## src/design/mfc_pkg.sv

```systemverilog
// Shared types, constants and register indexes for the meter frame checker.
package mfc_pkg;

  localparam int LengthBits = 16;
  localparam logic [15:0] LenMask = 16'((32'h1 << LengthBits) - 1);
  localparam logic [15:0] MinLegalLen = 16'd5;

  localparam logic [7:0]  StartMarkerRst = 8'h68;
  localparam logic [7:0]  EndMarkerRst   = 8'h16;
  localparam logic [7:0]  LastMaskRst    = 8'h40;
  localparam logic [7:0]  FlagOffsetRst  = 8'd7;
  localparam logic [15:0] MinLenRst      = 16'd9;

  typedef enum logic [2:0] {
    CfgStartMarker = 3'd0,
    CfgEndMarker   = 3'd1,
    CfgLastMask    = 3'd2,
    CfgFlagOffset  = 3'd3,
    CfgMinLength   = 3'd4
  } cfg_idx_e;

  typedef enum logic [2:0] {
    StInFrame = 3'd0,
    StDropped = 3'd1,
    StLast    = 3'd2,
    StMiddle  = 3'd3,
    StBadEnd  = 3'd4,
    StBadSum  = 3'd5,
    StShort   = 3'd6
  } status_e;

  typedef enum logic [1:0] {
    KindInFrame = 2'd0,
    KindDrop    = 2'd1,
    KindShort   = 2'd2,
    KindDone    = 2'd3
  } kind_e;

  typedef struct packed {
    logic [7:0]  start_marker;
    logic [7:0]  end_marker;
    logic [7:0]  last_mask;
    logic [7:0]  flag_offset;
    logic [15:0] min_length;
  } cfg_t;

  // One classified beat on its way to the output stage.
  typedef struct packed {
    logic [7:0]  byte_val;
    logic [15:0] position;
    logic [15:0] length;
    kind_e       kind;
    logic        end_ok;
    logic        sum_ok;
    logic        len_ok;
    logic        last;
  } beat_t;

endpackage

```

## src/design/mfc_front.sv

```systemverilog
// Frame tracker: follows position, length, sum and flag, classifies each beat.
module mfc_front (
  input  logic           clk_i,
  input  logic           rst_ni,
  input  mfc_pkg::cfg_t  cfg_i,
  input  logic           accept_i,
  input  logic [7:0]     data_byte_i,
  output mfc_pkg::beat_t beat_o
);
  import mfc_pkg::*;

  logic        in_frame_q, in_frame_d;
  logic [15:0] pos_q, pos_d;
  logic [15:0] len_q, len_d;
  logic [7:0]  sum_q, sum_d;
  logic [7:0]  chk_q, chk_d;
  logic [7:0]  flag_q, flag_d;

  logic [15:0] end_pos;
  logic [15:0] new_len;
  logic [15:0] flag_pos;
  logic [7:0]  sum_add;

  assign end_pos  = len_q - 16'd1;
  assign new_len  = (len_q | {8'h00, data_byte_i}) & LenMask;
  assign flag_pos = {8'h00, cfg_i.flag_offset};
  assign sum_add  = sum_q + data_byte_i;

  always_comb begin
    in_frame_d = in_frame_q;
    pos_d      = pos_q;
    len_d      = len_q;
    sum_d      = sum_q;
    chk_d      = chk_q;
    flag_d     = flag_q;

    beat_o          = '0;
    beat_o.byte_val = data_byte_i;
    beat_o.kind     = KindInFrame;
    beat_o.end_ok   = (data_byte_i == cfg_i.end_marker);
    beat_o.sum_ok   = (sum_q == chk_q);
    beat_o.len_ok   = !(len_q < cfg_i.min_length);
    beat_o.last     = ((flag_q & cfg_i.last_mask) != 8'h00);

    if (!in_frame_q) begin
      if (data_byte_i == cfg_i.start_marker) begin
        in_frame_d = 1'b1;
        pos_d      = 16'd1;
        sum_d      = data_byte_i;
        len_d      = '0;
        chk_d      = '0;
        flag_d     = '0;
      end else begin
        beat_o.kind = KindDrop;
      end
    end else begin
      beat_o.position = pos_q;
      if (pos_q == 16'd1) begin
        len_d = {data_byte_i, 8'h00} & LenMask;
        sum_d = sum_add;
        pos_d = 16'd2;
        if (flag_pos == 16'd1) flag_d = data_byte_i;
      end else if (pos_q == 16'd2) begin
        sum_d         = sum_add;
        beat_o.length = new_len;
        if (new_len < MinLegalLen) begin
          // no room for checksum and end marker
          beat_o.kind = KindShort;
          in_frame_d  = 1'b0;
          pos_d       = '0;
          len_d       = '0;
          sum_d       = '0;
          chk_d       = '0;
          flag_d      = '0;
        end else begin
          len_d = new_len;
          pos_d = 16'd3;
          if (flag_pos == 16'd2) flag_d = data_byte_i;
        end
      end else begin
        beat_o.length = len_q;
        if (pos_q < end_pos) begin
          if (pos_q == flag_pos) flag_d = data_byte_i;
          if (pos_q == end_pos - 16'd1) begin
            chk_d = data_byte_i;
          end else begin
            sum_d = sum_add;
          end
          pos_d = pos_q + 16'd1;
        end else begin
          beat_o.kind = KindDone;
          in_frame_d  = 1'b0;
          pos_d       = '0;
          len_d       = '0;
          sum_d       = '0;
          chk_d       = '0;
          flag_d      = '0;
        end
      end
    end
  end

  always_ff @(posedge clk_i or negedge rst_ni) begin
    if (!rst_ni) begin
      in_frame_q <= 1'b0;
      pos_q      <= '0;
      len_q      <= '0;
      sum_q      <= '0;
      chk_q      <= '0;
      flag_q     <= '0;
    end else if (accept_i) begin
      in_frame_q <= in_frame_d;
      pos_q      <= pos_d;
      len_q      <= len_d;
      sum_q      <= sum_d;
      chk_q      <= chk_d;
      flag_q     <= flag_d;
    end
  end

  a_pos_nonzero: assert property (@(posedge clk_i) disable iff (!rst_ni)
    in_frame_q |-> (pos_q != 16'd0))
    else $error("in frame with position zero");

  a_len_legal: assert property (@(posedge clk_i) disable iff (!rst_ni)
    (in_frame_q && pos_q >= 16'd3) |-> (len_q >= MinLegalLen))
    else $error("frame body reached with degenerate length");

  a_end_clears: assert property (@(posedge clk_i) disable iff (!rst_ni)
    (accept_i && (beat_o.kind == KindDone || beat_o.kind == KindShort)) |=> !in_frame_q)
    else $error("frame end did not return to hunting");

endmodule

```

## src/design/mfc_queue.sv

```systemverilog
// Two-entry beat queue between the frame tracker and the output stage.
module mfc_queue (
  input  logic           clk_i,
  input  logic           rst_ni,
  input  logic           push_i,
  input  mfc_pkg::beat_t push_beat_i,
  output logic           full_o,
  output logic           valid_o,
  input  logic           pop_i,
  output mfc_pkg::beat_t pop_beat_o
);
  import mfc_pkg::*;

  beat_t       entry_q [2];
  logic        wr_ptr_q, rd_ptr_q;
  logic [1:0]  count_q;

  assign full_o     = (count_q == 2'd2);
  assign valid_o    = (count_q != 2'd0);
  assign pop_beat_o = entry_q[rd_ptr_q];

  always_ff @(posedge clk_i) begin
    if (push_i) entry_q[wr_ptr_q] <= push_beat_i;
  end

  always_ff @(posedge clk_i or negedge rst_ni) begin
    if (!rst_ni) begin
      wr_ptr_q <= 1'b0;
      rd_ptr_q <= 1'b0;
      count_q  <= '0;
    end else begin
      if (push_i) wr_ptr_q <= ~wr_ptr_q;
      if (pop_i) rd_ptr_q <= ~rd_ptr_q;
      case ({push_i, pop_i})
        2'b10:   count_q <= count_q + 2'd1;
        2'b01:   count_q <= count_q - 2'd1;
        default: count_q <= count_q;
      endcase
    end
  end

  a_no_overflow: assert property (@(posedge clk_i) disable iff (!rst_ni)
    push_i |-> !full_o)
    else $error("push into full queue");

  a_no_underflow: assert property (@(posedge clk_i) disable iff (!rst_ni)
    pop_i |-> valid_o)
    else $error("pop from empty queue");

  a_ptr_count: assert property (@(posedge clk_i) disable iff (!rst_ni)
    (count_q == 2'd0 || count_q == 2'd2) |-> (wr_ptr_q == rd_ptr_q))
    else $error("queue pointers disagree with count");

endmodule

```

## src/design/mfc_back.sv

```systemverilog
// Output stage: resolves the outcome of each beat into a status and holds the result.
module mfc_back (
  input  logic           clk_i,
  input  logic           rst_ni,
  input  logic           q_valid_i,
  input  mfc_pkg::beat_t q_beat_i,
  output logic           q_pop_o,
  output logic           out_valid_o,
  input  logic           out_stall_i,
  output logic [7:0]     byte_out_o,
  output logic [15:0]    byte_position_o,
  output logic [15:0]    frame_length_o,
  output logic [2:0]     status_o
);
  import mfc_pkg::*;

  logic        valid_q, valid_d;
  logic [7:0]  byte_q;
  logic [15:0] pos_q;
  logic [15:0] len_q;
  status_e     status_q, status_d;

  assign q_pop_o = q_valid_i && (!valid_q || !out_stall_i);

  always_comb begin
    case (q_beat_i.kind)
      KindInFrame: status_d = StInFrame;
      KindDrop:    status_d = StDropped;
      KindShort:   status_d = StShort;
      KindDone: begin
        // end marker first, then checksum, then length
        if (!q_beat_i.end_ok)      status_d = StBadEnd;
        else if (!q_beat_i.sum_ok) status_d = StBadSum;
        else if (!q_beat_i.len_ok) status_d = StShort;
        else if (q_beat_i.last)    status_d = StLast;
        else                       status_d = StMiddle;
      end
      default:     status_d = StInFrame;
    endcase
  end

  always_comb begin
    if (q_pop_o) valid_d = 1'b1;
    else if (!out_stall_i) valid_d = 1'b0;
    else valid_d = valid_q;
  end

  always_ff @(posedge clk_i or negedge rst_ni) begin
    if (!rst_ni) begin
      valid_q <= 1'b0;
    end else begin
      valid_q <= valid_d;
    end
  end

  always_ff @(posedge clk_i) begin
    if (q_pop_o) begin
      byte_q   <= q_beat_i.byte_val;
      pos_q    <= q_beat_i.position;
      len_q    <= q_beat_i.length;
      status_q <= status_d;
    end
  end

  assign out_valid_o     = valid_q;
  assign byte_out_o      = byte_q;
  assign byte_position_o = pos_q;
  assign frame_length_o  = len_q;
  assign status_o        = status_q;

  a_hold_on_stall: assert property (@(posedge clk_i) disable iff (!rst_ni)
    (valid_q && out_stall_i) |-> !q_pop_o)
    else $error("output overwritten while stalled");

  a_load_valid: assert property (@(posedge clk_i) disable iff (!rst_ni)
    q_pop_o |=> valid_q)
    else $error("loaded beat not presented");

  a_drop_no_pos: assert property (@(posedge clk_i) disable iff (!rst_ni)
    (q_pop_o && q_beat_i.kind == KindDrop) |-> (q_beat_i.position == 16'd0))
    else $error("dropped beat carries a position");

endmodule

```

## src/design/meter_frame_checker_core.sv

```systemverilog
// Top level of the meter frame checker: config registers, tracker, queue, output stage.
//
//  channel  dir  handshake                      payload
//  in       in   in_valid_i / in_stall_o        data_byte_i
//  out      out  out_valid_o / out_stall_i      byte_out_o, byte_position_o,
//                                               frame_length_o, status_o
//  cfg      in   cfg_we_i                       cfg_index_i, cfg_data_i
//
// One beat per cycle sustained while out_stall_i is low; each taken beat
// goes to a queue entry with the tracker state update, then to the output register.
// The per-beat frame state update (position, length, 8-bit sum) sets the rate.
// Reset clears all frame state and loads the register defaults; no warm-up.
// in_stall_o rises only when the two-entry queue is full; with a beat arriving
// every cycle, any stall of the output is enough to fill it.
module meter_frame_checker_core (
  input  logic        clk_i,
  input  logic        rst_ni,
  input  logic        in_valid_i,
  output logic        in_stall_o,
  input  logic [7:0]  data_byte_i,
  output logic        out_valid_o,
  input  logic        out_stall_i,
  output logic [7:0]  byte_out_o,
  output logic [15:0] byte_position_o,
  output logic [15:0] frame_length_o,
  output logic [2:0]  status_o,
  input  logic        cfg_we_i,
  input  logic [2:0]  cfg_index_i,
  input  logic [15:0] cfg_data_i
);
  import mfc_pkg::*;

  cfg_t  cfg_q;
  beat_t front_beat;
  beat_t q_beat;
  logic  accept;
  logic  q_full;
  logic  q_valid;
  logic  q_pop;

  always_ff @(posedge clk_i or negedge rst_ni) begin
    if (!rst_ni) begin
      cfg_q.start_marker <= StartMarkerRst;
      cfg_q.end_marker   <= EndMarkerRst;
      cfg_q.last_mask    <= LastMaskRst;
      cfg_q.flag_offset  <= FlagOffsetRst;
      cfg_q.min_length   <= MinLenRst;
    end else if (cfg_we_i) begin
      case (cfg_idx_e'(cfg_index_i))
        CfgStartMarker: cfg_q.start_marker <= cfg_data_i[7:0];
        CfgEndMarker:   cfg_q.end_marker   <= cfg_data_i[7:0];
        CfgLastMask:    cfg_q.last_mask    <= cfg_data_i[7:0];
        CfgFlagOffset:  cfg_q.flag_offset  <= cfg_data_i[7:0];
        CfgMinLength:   cfg_q.min_length   <= cfg_data_i;
        default:        cfg_q              <= cfg_q;
      endcase
    end
  end

  assign in_stall_o = q_full;
  assign accept     = in_valid_i && !q_full;

  mfc_front u_front (
    .clk_i       (clk_i),
    .rst_ni      (rst_ni),
    .cfg_i       (cfg_q),
    .accept_i    (accept),
    .data_byte_i (data_byte_i),
    .beat_o      (front_beat)
  );

  mfc_queue u_queue (
    .clk_i       (clk_i),
    .rst_ni      (rst_ni),
    .push_i      (accept),
    .push_beat_i (front_beat),
    .full_o      (q_full),
    .valid_o     (q_valid),
    .pop_i       (q_pop),
    .pop_beat_o  (q_beat)
  );

  mfc_back u_back (
    .clk_i           (clk_i),
    .rst_ni          (rst_ni),
    .q_valid_i       (q_valid),
    .q_beat_i        (q_beat),
    .q_pop_o         (q_pop),
    .out_valid_o     (out_valid_o),
    .out_stall_i     (out_stall_i),
    .byte_out_o      (byte_out_o),
    .byte_position_o (byte_position_o),
    .frame_length_o  (frame_length_o),
    .status_o        (status_o)
  );

endmodule
```

## config.mk

```make
export PLATFORM = sky130hd
export DESIGN_NAME = meter_frame_checker_core
export DESIGN_NICKNAME = d
export VERILOG_FILES = /design/src/design/mfc_pkg.sv /design/src/design/mfc_front.sv /design/src/design/mfc_queue.sv /design/src/design/mfc_back.sv /design/src/design/meter_frame_checker_core.sv
export SDC_FILE = /design/constraint.sdc
export NUM_CORES = 1
export LEC_CHECK = 0
export BUFFER_PORTS_ARGS = -buffer_cell sky130_fd_sc_hd__buf_2
export CORE_MARGIN = 2
export CORE_UTILIZATION = 31
export DETAILED_ROUTE_END_ITERATION = 8
export SYNTH_ARGS = -nofsm -noshare
export SYNTH_HDL_FRONTEND = slang
export SYNTH_HIERARCHICAL = 1
export SYNTH_SLANG_ARGS = --single-unit
```

## constraint.sdc

```tcl
create_clock -name clk_i -period 5.6 [get_ports clk_i]
set_clock_uncertainty 0.05 [all_clocks]
set_input_delay 0.84 -clock clk_i [delete_from_list [all_inputs] [get_ports clk_i]]
set_output_delay 0.84 -clock clk_i [all_outputs]
set_load 0.03 [all_outputs]
```

==> flow_summary.yaml, run 1 <==
outcome:
  run_status: "complete, no violations"
setup_path:
  critical_path_arrival_ns: 5.20
  crit_buf_inv: 1
  worst_r2r_endpoint: "u_front/chk_q[1]"
  crit_fanout: 8
  crit_cells: 15
  r2r_cells: 15
  cp_data_required_time_ns: 6.00
  timing.critical_path.cells: "inv_1 -> ha_1 -> nor4b_1 -> nand2_1 -> xnor2_1 -> ha_1 -> a21o_1 -> a21o_1 -> a21oi_1 -> nor2_1 -> a211oi_1 -> nand3_1 -> nor2_1 -> and3_1 -> o2bb2ai_2"
  critPathLaunchType: "flop"
  endpoint_kind: "flop"
  r2r-start: "u_front/len_q[1]"
  worst_setup_path_startpoint: "u_front/len_q[1]"
  slowest_delay_ns: 0.60
  worst_path_dominant_cell_family: "simple AND/OR/NAND/NOR gates"
  reg2reg_slack_ns: 0.80
  timing.critical_path.to: "u_front/chk_q[1]"
  crit_slowest_cell: "sky130_fd_sc_hd__nor4b_1"
  timing.setup.critical_path_class: "reg -> reg"
logic_synthesis:
  synthArstFlopShare_pct: 44.9
  synth-simple-area-share_pct: 11.2
  syn_nets: 1078
  dominant_combinational_cell_family_by_area_after_synthesis: "simple AND/OR/NAND/NOR gates"
  synth_xor_area_share_pct: 6.35
  ys.warnings.count: 6
  synth_compound_area_share_pct: 9.70
  yosys-mux-area-fraction_pct: 10.5
  yosys_register_bits: 245
  syn_avg_cell_area_sq_um: 12.7
  synthDistinctLibCells: 78
  yosys.area_share.adder_pct: 4.71
  syn-cell-area_sq_um: 12700
  synth_enable_flop_cells: 135
  syn-instance-count: 999
  synth_flop_cell: "sky130_fd_sc_hd__edfxtp_1"
  yosysSeqAreaShare_pct: 53.9
power:
  p_leak_nw: 5.81
  power-per-cell-area_nw_per_um2: 531
  pwr-share-seq_pct: 38.8
  clockPowerShare_pct: 20.8
  net-switching-power_w: 0.00286
  power.ir.vdd_worst_v: 0.000183
  power.switching_fraction_pct: 37.6
  combinationalPowerShare_pct: 40.4
  internal_power_w: 0.00474
floorplan:
  design.die.area_sq_um: 42500
  placeableCoreArea_sq_um: 40600
  die_h_um: 206
  num_io_pins: 77
  floorplan.initialDensity_pct: 31.2
  floorplan.rows: 74
  die-width_um: 206
route:
  drt.antenna.violating_nets: 0
  avgViaCountPerCell: 4.92
  postRouteWirelength_mm: 29.5
  avgRoutedWirePerCell_um: 18.3
  detailedRoute.firstIterationViolations: 592
  firstDrtPassIters: 5
  drc_errors: 0
  dr_total_vias: 7934
cts:
  clock-root-buffer: "sky130_fd_sc_hd__clkbuf_16"
  tritoncts_clock_tree: "done"
  cts_num_sinks: 245
  clock_latency_ns: 0.54
  clkTransAtPathRegs_ns: 0.06
  ctsResizeCount: 0
  cts_max_level: 1
  hold_buffer_count_at_cts: 0
  clockBufferDepth: 3
  cts_buffers: 25
  post_cts.repair.setup_buffers: 0
global_routing:
  gr-max-usage-layer: "met2"
  number_of_global_route_vias_before_repair: 7967
  number_of_antenna_violations_at_the_first_check_in_global_routing: 4
  groute.layer.met2.usage_pct: 21.6
  grt_overflow_total: 0
  grtUsageMet3_pct: 2.81
  first_pass_grt_wire_length_mm: 45.8
  globalRouteMet1Util_pct: 19.5
  aggregate_global_route_resource_usage_pct: 13.9
  maximum_number_of_pins_on_one_net_before_global_route_repair: 65
final_layout:
  post_route_cells_drive_above_1_share_pct: 25.7
  area_growth_pct: 13.1
  num-nets-final: 1142
timing:
  timing.max_slew.rel_slack_pct: 30.2
  setup_repair_after_global_routing_missed_its_margin: "false"
  hold_viol: 0
  timing.final.setup_violations: 0
  whs_ns: 0.147
  max_freq_mhz: 208
  tns_ns: 0
  worstMarginPinSlew_ns: 1.04
  slew_violations: 0
  final_worst_path_period_need_ns: 4.80
  share_of_the_clock_period_used_by_the_worst_path_after_layout_pct: 85.7
flow_run:
  max-cap-violations: 0
place:
  gp_routability_congestion: 0.885
  dp_hpwl_mm: 21.3
  place.port_buffers: 76
min_path:
  timing.hold.worst.class: "in -> async"
==> metrics by stage <==
step,total power [W],util [%],instance area [sq um],std cells,setup WS [ns]
after floorplan,0.00528,-,12700,999,0.336
after global placement,0.00601,33.4,13500,1568,0.987
after detailed placement,0.00605,33.4,13500,1568,0.846
after CTS,0.00767,35.3,14300,1613,0.829
after global routing,0.00808,35.3,14300,1613,0.397
final,0.00760,35.3,14300,1614,0.804
==> power by group through the flow <==
stage / Sequential [W] / Clock [W] / Combinational [W]
2_1_floorplan: 0.00312 / 0 / 0.00217
4_1_cts: 0.00295 / 0.00164 / 0.00308
6_report: 0.00295 / 0.00158 / 0.00307
5_1_grt: 0.00301 / 0.00171 / 0.00336
3_5_place_dp: 0.00299 / 0 / 0.00307
3_3_place_gp: 0.00296 / 0 / 0.00305
==> placed cells by master (no fill, tap or decap), drive strengths merged, types with 4 or more instances in the layout <==
cell       n
nand4     20
clkinv     7
dfrtp     98
nor2      54
clkbuf    33
o21ai     34
nor2b      8
a211oi     8
a21o      20
and2      17
and3      18
xnor2     54
inv       32
nand2b     5
or2        8
nor4      16
edfxtp   135
nand2     67
or3        6
a21oi     40
o2111ai    4
buf       99
dfstp     12
o2bb2ai    8
nor3b      4
xor2      29
nand3      5
nor3      11
a22o      12
ha        46
a22oi      4
or4        9
o21a       4
a31oi      6
mux2     102
==> how the worst min path moves through the flow <==
stage / startpoint / endpoint / slack (ns) / cells past startpoint
floorplan: u_queue/count_q[1] / u_queue/count_q[1] / 0.40 / 1
global placement: u_queue/rd_ptr_q / u_queue/rd_ptr_q / 0.40 / 1
detailed placement: u_queue/rd_ptr_q / u_queue/rd_ptr_q / 0.40 / 1
CTS: rst_ni / cfg_q[9] / 0.14 / 1
global route: rst_ni / cfg_q[9] / 0.17 / 1
finish: rst_ni / cfg_q[9] / 0.15 / 1
==> kinds of logic (layout without fill, tap and decap cells) <==
kind of cell	Yosys count	after routing
buffers and inverters	93	175
xor gates and xnor gates	86	86
and+or+nand+nor	261	261
DFF	245	245
muxes	102	102
AOI/OAI and AO/OA	165	165
other	0	1
adders and majority gates	47	47
==> flip-flops by register name, indices dropped and copies added, names as in the netlist, 2 cells and up <==
name and flops:
u_back/byte_position_o 16, u_front/flag_q 8, u_back/status_o 3, u_front/pos_q 16, u_front/chk_q 8, cfg_q 48, u_queue/entry_q 92, u_queue/count_q 2
u_back/byte_out_o 8, u_back/frame_length_o 16, u_front/sum_q 8, u_front/len_q 16
==> Yosys cell counts (6+ instances only) <==
library cell                number  area share (%)
sky130_fd_sc_hd__dfstp_2        12             2.5
sky130_fd_sc_hd__nor3_1         11            0.43
sky130_fd_sc_hd__xor2_1         29             2.0
sky130_fd_sc_hd__buf_6          10            0.89
sky130_fd_sc_hd__o21ai_0        30             1.2
sky130_fd_sc_hd__ha_1           46             4.5
sky130_fd_sc_hd__a21oi_1        40             1.6
sky130_fd_sc_hd__or4_1           8            0.47
sky130_fd_sc_hd__or2_2           6            0.30
sky130_fd_sc_hd__nand2_1        67             2.0
sky130_fd_sc_hd__mux2_4         47             5.6
sky130_fd_sc_hd__buf_2           9            0.36
sky130_fd_sc_hd__inv_1          31            0.92
sky130_fd_sc_hd__or3_1           6            0.30
sky130_fd_sc_hd__nand4_1        20            0.99
sky130_fd_sc_hd__mux2_2         55             4.9
sky130_fd_sc_hd__nor2_1         54             1.6
sky130_fd_sc_hd__and2_1         16            0.79
sky130_fd_sc_hd__clkbuf_1       28            0.83
sky130_fd_sc_hd__xnor2_1        53             3.7
sky130_fd_sc_hd__a211oi_1        8            0.47
sky130_fd_sc_hd__nor2b_1         8            0.40
sky130_fd_sc_hd__a21o_1         20             1.2
sky130_fd_sc_hd__buf_1           6            0.18
sky130_fd_sc_hd__a22o_1         12            0.83
sky130_fd_sc_hd__buf_4           9            0.53
sky130_fd_sc_hd__edfxtp_1      135              32
sky130_fd_sc_hd__dfrtp_1        98              19
sky130_fd_sc_hd__o2bb2ai_2       8            0.95
sky130_fd_sc_hd__and3_1         18            0.89
sky130_fd_sc_hd__nor4_1         13            0.64
==> final cells by class <==
type / count / area [sq um]
Fill cell: 3980 / 26200
Sequential cell: 245 / 6820
Multi-Input combinational cell: 661 / 5390
Tap cell: 532 / 666
Clock buffer: 33 / 656
Timing Repair Buffer: 99 / 556
Inverter: 31 / 116
Clock inverter: 12 / 111
Antenna cell: 1 / 2.50
==> layer usage <==
layer  part of all wire [%]  wire (um)  vias up
li1                       -          -     3776
met1                     46      13700     3883
met2                     45      13300      215
met3                    6.2       1830       52
met4                    2.4        721        8
met5                   0.16         46        -
Power figures use the tool's default switching activity.
==> run 2, diff against run 1 <==
BUFFER_PORTS_ARGS = not set   (was -buffer_cell sky130_fd_sc_hd__buf_2)
DONT_BUFFER_PORTS = 1   (was not set)
REMOVE_ABC_BUFFERS = 1   (was not set)
==> flow_summary.yaml, run 2 (synthesis gave the netlist of run 1 again) <==
timing:
  final_worst_path_period_need_ns: 4.62
  timing.max_slew.rel_slack_pct: 26.9
  share_of_the_clock_period_used_by_the_worst_path_after_layout_pct: 82.4
  slew_violations: 0
  tns_ns: 0
  worstMarginPinSlew_ns: 1.08
  fin_ws_ns: 0.983
  setup_repair_after_global_routing_missed_its_margin: "false"
  timing.final.setup_violations: 0
  hold_viol: 0
  max_freq_mhz: 217
power:
  power.ir.vdd_worst_v: 0.000254
  p_leak_nw: 5.51
  power-per-cell-area_nw_per_um2: 543
setup_path:
  critical_path_arrival_ns: 5.03
  timing.setup.critical_path_class: "reg -> reg"
  cp_data_required_time_ns: 6.01
  endpoint_kind: "flop"
  critPathLaunchType: "flop"
  crit_fanout: 8
cts:
  clockBufferDepth: 3
  cts_num_sinks: 245
  cts_max_level: 1
  tritoncts_clock_tree: "done"
  clock-root-buffer: "sky130_fd_sc_hd__clkbuf_16"
  clkTransAtPathRegs_ns: 0.06
  cts_buffers: 27
  clock_latency_ns: 0.56
  post_cts.repair.setup_buffers: 0
min_path:
  timing.hold.worst.class: "in -> async"
final_layout:
  post_route_cells_drive_above_1_share_pct: 19.8
  most_common_library_cell_in_the_layout_ignoring_fill_and_taps: "sky130_fd_sc_hd__edfxtp_1"
  largestRegisters: "u_queue/entry_q: 92 flops, cfg_q: 48 flops"
  fillers: 3949
  multi_input_area_sq_um: 5390
  top_register: "u_queue/entry_q"
  num-nets-final: 1056
  sequential_cell_area_sq_um: 6820
  layout_common_cells: "sky130_fd_sc_hd__edfxtp_1 (135), sky130_fd_sc_hd__dfrtp_1 (97), sky130_fd_sc_hd__nand2_1 (67), sky130_fd_sc_hd__mux2_2 (55)"
  postLayoutCoreUtil_pct: 34.4
  antenna_cells_inserted: 0
  largest_reg_flops: 92
  area_growth_pct: 10.2
global_routing:
  number_of_global_route_vias_before_repair: 7772
  first_pass_grt_wire_length_mm: 46.7
  number_of_antenna_violations_at_the_first_check_in_global_routing: 0
  grt_overflow_total: 0
  maximum_number_of_pins_on_one_net_before_global_route_repair: 99
  aggregate_global_route_resource_usage_pct: 14.3
flow_run:
  max-cap-violations: 0
place:
  preCtsSetupSlack_ns: 1.06
  dp_hpwl_mm: 20.6
  gp_routability_congestion: 0.887
  place.port_buffers: 0
route:
  detailedRoute.firstIterationViolations: 521
  avgViaCountPerCell: 5.06
  drt.antenna.violating_nets: 0
  postRouteWirelength_mm: 29.5
  avgRoutedWirePerCell_um: 19.3
  drc_errors: 0
  firstDrtPassIters: 5
  dr_total_vias: 7741
floorplan:
  die_h_um: 206
  floorplan.initialDensity_pct: 31.2
  die-width_um: 206
  placeableCoreArea_sq_um: 40600
  floorplan.rows: 74
  design.die.area_sq_um: 42500
  num_io_pins: 77
outcome:
  run_status: "complete, no violations"
run 2: layout make-up:
| class | instances | share of cell area, % |
|---|---|---|
| repair buffers | 11 | 0.736 |
| clock buffers | 39 | 5.45 |
| multi-input cells | 661 | 38.6 |
| clock inverters | 11 | 0.655 |
| well taps | 532 | 4.77 |
| flip-flops and latches | 245 | 48.9 |
| inverters | 31 | 0.834 |
run 2: path summary, 6_finish.rpt:
kind	start	to	slack, ns	depth (start not counted)
setup / recovery	u_front/len_q[1]	u_front/chk_q[5]	0.98	14
hold / removal	rst_ni	cfg_q[46]	0.07	0
setup reg to reg	u_front/len_q[1]	u_front/chk_q[5]	0.98	14
hold reg to reg	u_queue/count_q[1]	u_queue/count_q[1]	0.42	1
max in group asynchronous	rst_ni	u_queue/count_q[1]	4.88	1
min in group clk_i	data_byte_i[1]	u_queue/entry_q[0][39]	0.33	0
run 2: where the power goes:
group / internal, W / switching, W
Sequential: 0.00257 / 0.000737
Combinational: 0.00115 / 0.00141
Clock: 0.000991 / 0.000715
Total: 0.00472 / 0.00286
run 2: per-stage QoR:
stage / instance area [sq um] / hold WS (ns) / cells / power, W
2_1_floorplan: 12300 / 0.397 / 937 / 0.00519
3_3_place_gp: 13100 / 0.414 / 1479 / 0.00586
3_5_place_dp: 13100 / 0.414 / 1479 / 0.00589
4_1_cts: 13900 / 0.0542 / 1530 / 0.00764
5_1_grt: 13900 / 0.0387 / 1530 / 0.00805
6_report: 13900 / 0.0746 / 1530 / 0.00758
run 2: critical path: stages (launching register included):
cell and delay (ns):
sky130_fd_sc_hd__dfrtp_1 0.45, sky130_fd_sc_hd__inv_1 0.17, sky130_fd_sc_hd__ha_1 0.26, sky130_fd_sc_hd__nor3b_1 0.38, sky130_fd_sc_hd__xor2_1 0.50, sky130_fd_sc_hd__inv_1 0.09
sky130_fd_sc_hd__ha_1 0.29, sky130_fd_sc_hd__o21a_1 0.16, sky130_fd_sc_hd__o21ai_0 0.14, sky130_fd_sc_hd__a21oi_1 0.06, sky130_fd_sc_hd__o31ai_1 0.55, sky130_fd_sc_hd__nand3_1 0.38
sky130_fd_sc_hd__nor2_1 0.39, sky130_fd_sc_hd__and3_1 0.51, sky130_fd_sc_hd__o2bb2ai_2 0.14
run 2: metal layers:
| metal | global-route usage [%] | part of all wire [%] | up-vias |
|---|---|---|---|
| met1 | 19.9 | 46 | 3833 |
| met5 | 0 | 0 | - |
| met2 | 21.3 | 43 | 224 |
| met4 | 4.77 | 2.9 | 0 |
| met3 | 3.82 | 7.5 | 57 |
| li1 | - | - | 3627 |
run 2: repair_timing:
item | 4_1_cts | 5_1_grt
endpoints found under the setup margin | 0 | 0
gates resized for setup | 0 | 0
hold buffers | 1 | 0
endpoints found under the hold margin | 98 | 0
==> run 3, diff against run 2 <==
clock period = 4.6 ns   (was 5.6 ns; I/O delays follow)
==> flow_summary.yaml, run 3 (synthesis gave the netlist of run 1 again) <==
route:
  drt.antenna.violating_nets: 0
  dr_total_vias: 7743
  avgViaCountPerCell: 5.00
  postRouteWirelength_mm: 29.7
  drc_errors: 0
  detailedRoute.firstIterationViolations: 517
  avgRoutedWirePerCell_um: 19.2
  firstDrtPassIters: 5
timing:
  final_worst_path_period_need_ns: 4.29
  timing.final.setup_violations: 0
  tns_ns: 0
  worstMarginPinSlew_ns: 0.956
  timing.max_slew.rel_slack_pct: 36.3
  max_freq_mhz: 233
  slew_violations: 0
  whs_ns: -0.0607
  share_of_the_clock_period_used_by_the_worst_path_after_layout_pct: 93.2
  hold_viol: 8
  setup_repair_after_global_routing_missed_its_margin: "false"
power:
  p_leak_nw: 5.64
  internal_power_w: 0.00592
  power-per-cell-area_nw_per_um2: 668
  net-switching-power_w: 0.00354
  power.ir.vdd_worst_v: 0.000271
  pwr-share-seq_pct: 41.6
  clockPowerShare_pct: 23.5
  combinationalPowerShare_pct: 34.9
  power.switching_fraction_pct: 37.4
cts:
  cts_max_level: 1
  cts_num_sinks: 245
  cts_buffers: 27
  tritoncts_clock_tree: "done"
  clock_latency_ns: 0.56
  clkTransAtPathRegs_ns: 0.07
  clockBufferDepth: 3
  post_cts.repair.setup_buffers: 0
  clock-root-buffer: "sky130_fd_sc_hd__clkbuf_16"
setup_path:
  critPathLaunchType: "flop"
  timing.setup.critical_path_class: "reg -> reg"
  critical_path_arrival_ns: 4.66
  crit_fanout: 10
  endpoint_kind: "flop"
  cp_data_required_time_ns: 4.97
floorplan:
  design.die.area_sq_um: 42500
  num_io_pins: 77
  die-width_um: 206
  floorplan.rows: 74
  die_h_um: 206
  placeableCoreArea_sq_um: 40600
  floorplan.initialDensity_pct: 31.2
final_layout:
  layout_common_cells: "sky130_fd_sc_hd__edfxtp_1 (135), sky130_fd_sc_hd__dfrtp_1 (97), sky130_fd_sc_hd__nand2_1 (67), sky130_fd_sc_hd__mux2_2 (55)"
  most_common_library_cell_in_the_layout_ignoring_fill_and_taps: "sky130_fd_sc_hd__edfxtp_1"
  area_growth_pct: 11.9
  top_register: "u_queue/entry_q"
  num-nets-final: 1075
  fillers: 3958
  post_route_cells_drive_above_1_share_pct: 21.8
  antenna_cells_inserted: 0
  sequential_cell_area_sq_um: 6820
  multi_input_area_sq_um: 5400
  largest_reg_flops: 92
  final_cell_area_sq_um: 14200
  largestRegisters: "u_queue/entry_q: 92 flops, cfg_q: 48 flops"
global_routing:
  number_of_global_route_vias_before_repair: 7783
  grt_overflow_total: 0
  maximum_number_of_pins_on_one_net_before_global_route_repair: 111
  first_pass_grt_wire_length_mm: 46.3
  aggregate_global_route_resource_usage_pct: 14.2
  number_of_antenna_violations_at_the_first_check_in_global_routing: 0
place:
  gp_routability_congestion: 0.887
  placed_area_sq_um: 13200
  place.port_buffers: 0
  dp_hpwl_mm: 20.9
flow_run:
  max-cap-violations: 0
min_path:
  timing.hold.worst.class: "in -> async"
outcome:
  run_status: "finished, violations left"
  violations: "negative hold slack"
run 3: cell count changes in the layout (fill, tap and decap cells not counted), sizes merged:
cell / before / now
inv: 34 / 35
clkbuf: 39 / 30
buf: 11 / 30
bufinv: 1 / 4
clkinv: 7 / 11
clkinvlp: 0 / 1
run 3: worst paths after layout:
kind / startpoint / end / slack [ns] / cells past startpoint
setup / recovery: u_front/len_q[7] / u_front/len_q[10] / 0.31 / 11
hold / removal: rst_ni / u_queue/count_q[1] / -0.06 / 1
setup reg to reg: u_front/len_q[7] / u_front/len_q[10] / 0.31 / 11
hold reg to reg: u_queue/count_q[1] / u_queue/count_q[1] / 0.43 / 1
max in group asynchronous: rst_ni / cfg_q[9] / 3.98 / 1
min in group clk_i: data_byte_i[3] / u_queue/entry_q[0][41] / 0.19 / 0
run 3: layout make-up:
cell class,count,share of cell area (%)
clock inverters,20,1.50
repair buffers,30,1.73
inverters,31,0.822
clock buffers,30,4.92
flip-flops and latches,245,48.2
multi-input cells,661,38.1
well taps,532,4.70
run 3: metal layers:
| layer | GRT usage [%] | part of all wire (%) | up-vias | wire (um) |
|---|---|---|---|---|
| li1 | - | - | 3661 | - |
| met1 | 19.3 | 46 | 3811 | 13500 |
| met3 | 3.66 | 7.3 | 48 | 2170 |
| met2 | 21.8 | 44 | 223 | 13100 |
| met4 | 4.80 | 2.9 | 0 | 850 |
| met5 | 0 | 0 | - | 0 |
run 3: power groups by stage:
stage,registers (W),clock network (W),logic [W]
after CTS,0.00395,0.00228,0.00329
after global routing,0.00402,0.00237,0.00365
after detailed placement,0.00399,0,0.00325
final,0.00394,0.00222,0.00330
after floorplan,0.00395,0,0.00236
after global placement,0.00397,0,0.00323
run 3: stage by stage:
step | power [W] | hold WS (ns) | util (%) | setup WS (ns) | instances
6_report | 0.00946 | -0.0607 | 34.9 | 0.312 | 1549
3_5_place_dp | 0.00724 | 0.353 | 32.6 | 0.332 | 1498
3_3_place_gp | 0.00720 | 0.351 | 32.6 | 0.437 | 1498
5_1_grt | 0.0100 | 0.0443 | 34.9 | 0.0188 | 1549
4_1_cts | 0.00952 | 0.0230 | 34.9 | 0.311 | 1549
2_1_floorplan | 0.00631 | 0.344 | - | -0.514 | 937
run 3: worst max-delay path, cell delays in order, from the launching register on:
cell and delay [ns]:
sky130_fd_sc_hd__dfrtp_1 0.54, sky130_fd_sc_hd__nor4_2 0.50, sky130_fd_sc_hd__nand2_1 0.23, sky130_fd_sc_hd__nor4_1 0.41, sky130_fd_sc_hd__xnor2_1 0.20, sky130_fd_sc_hd__ha_1 0.34
sky130_fd_sc_hd__nand4_1 0.13, sky130_fd_sc_hd__nor3_1 0.39, sky130_fd_sc_hd__o31ai_2 0.20, sky130_fd_sc_hd__a31oi_1 0.45, sky130_fd_sc_hd__and2_0 0.54, sky130_fd_sc_hd__o21ai_0 0.18
run 3: repair_timing:
action	CTS	global route
endpoints found under the setup margin	0	29
endpoints found under the hold margin	110	0
hold buffers	1	0
resized for setup	0	3
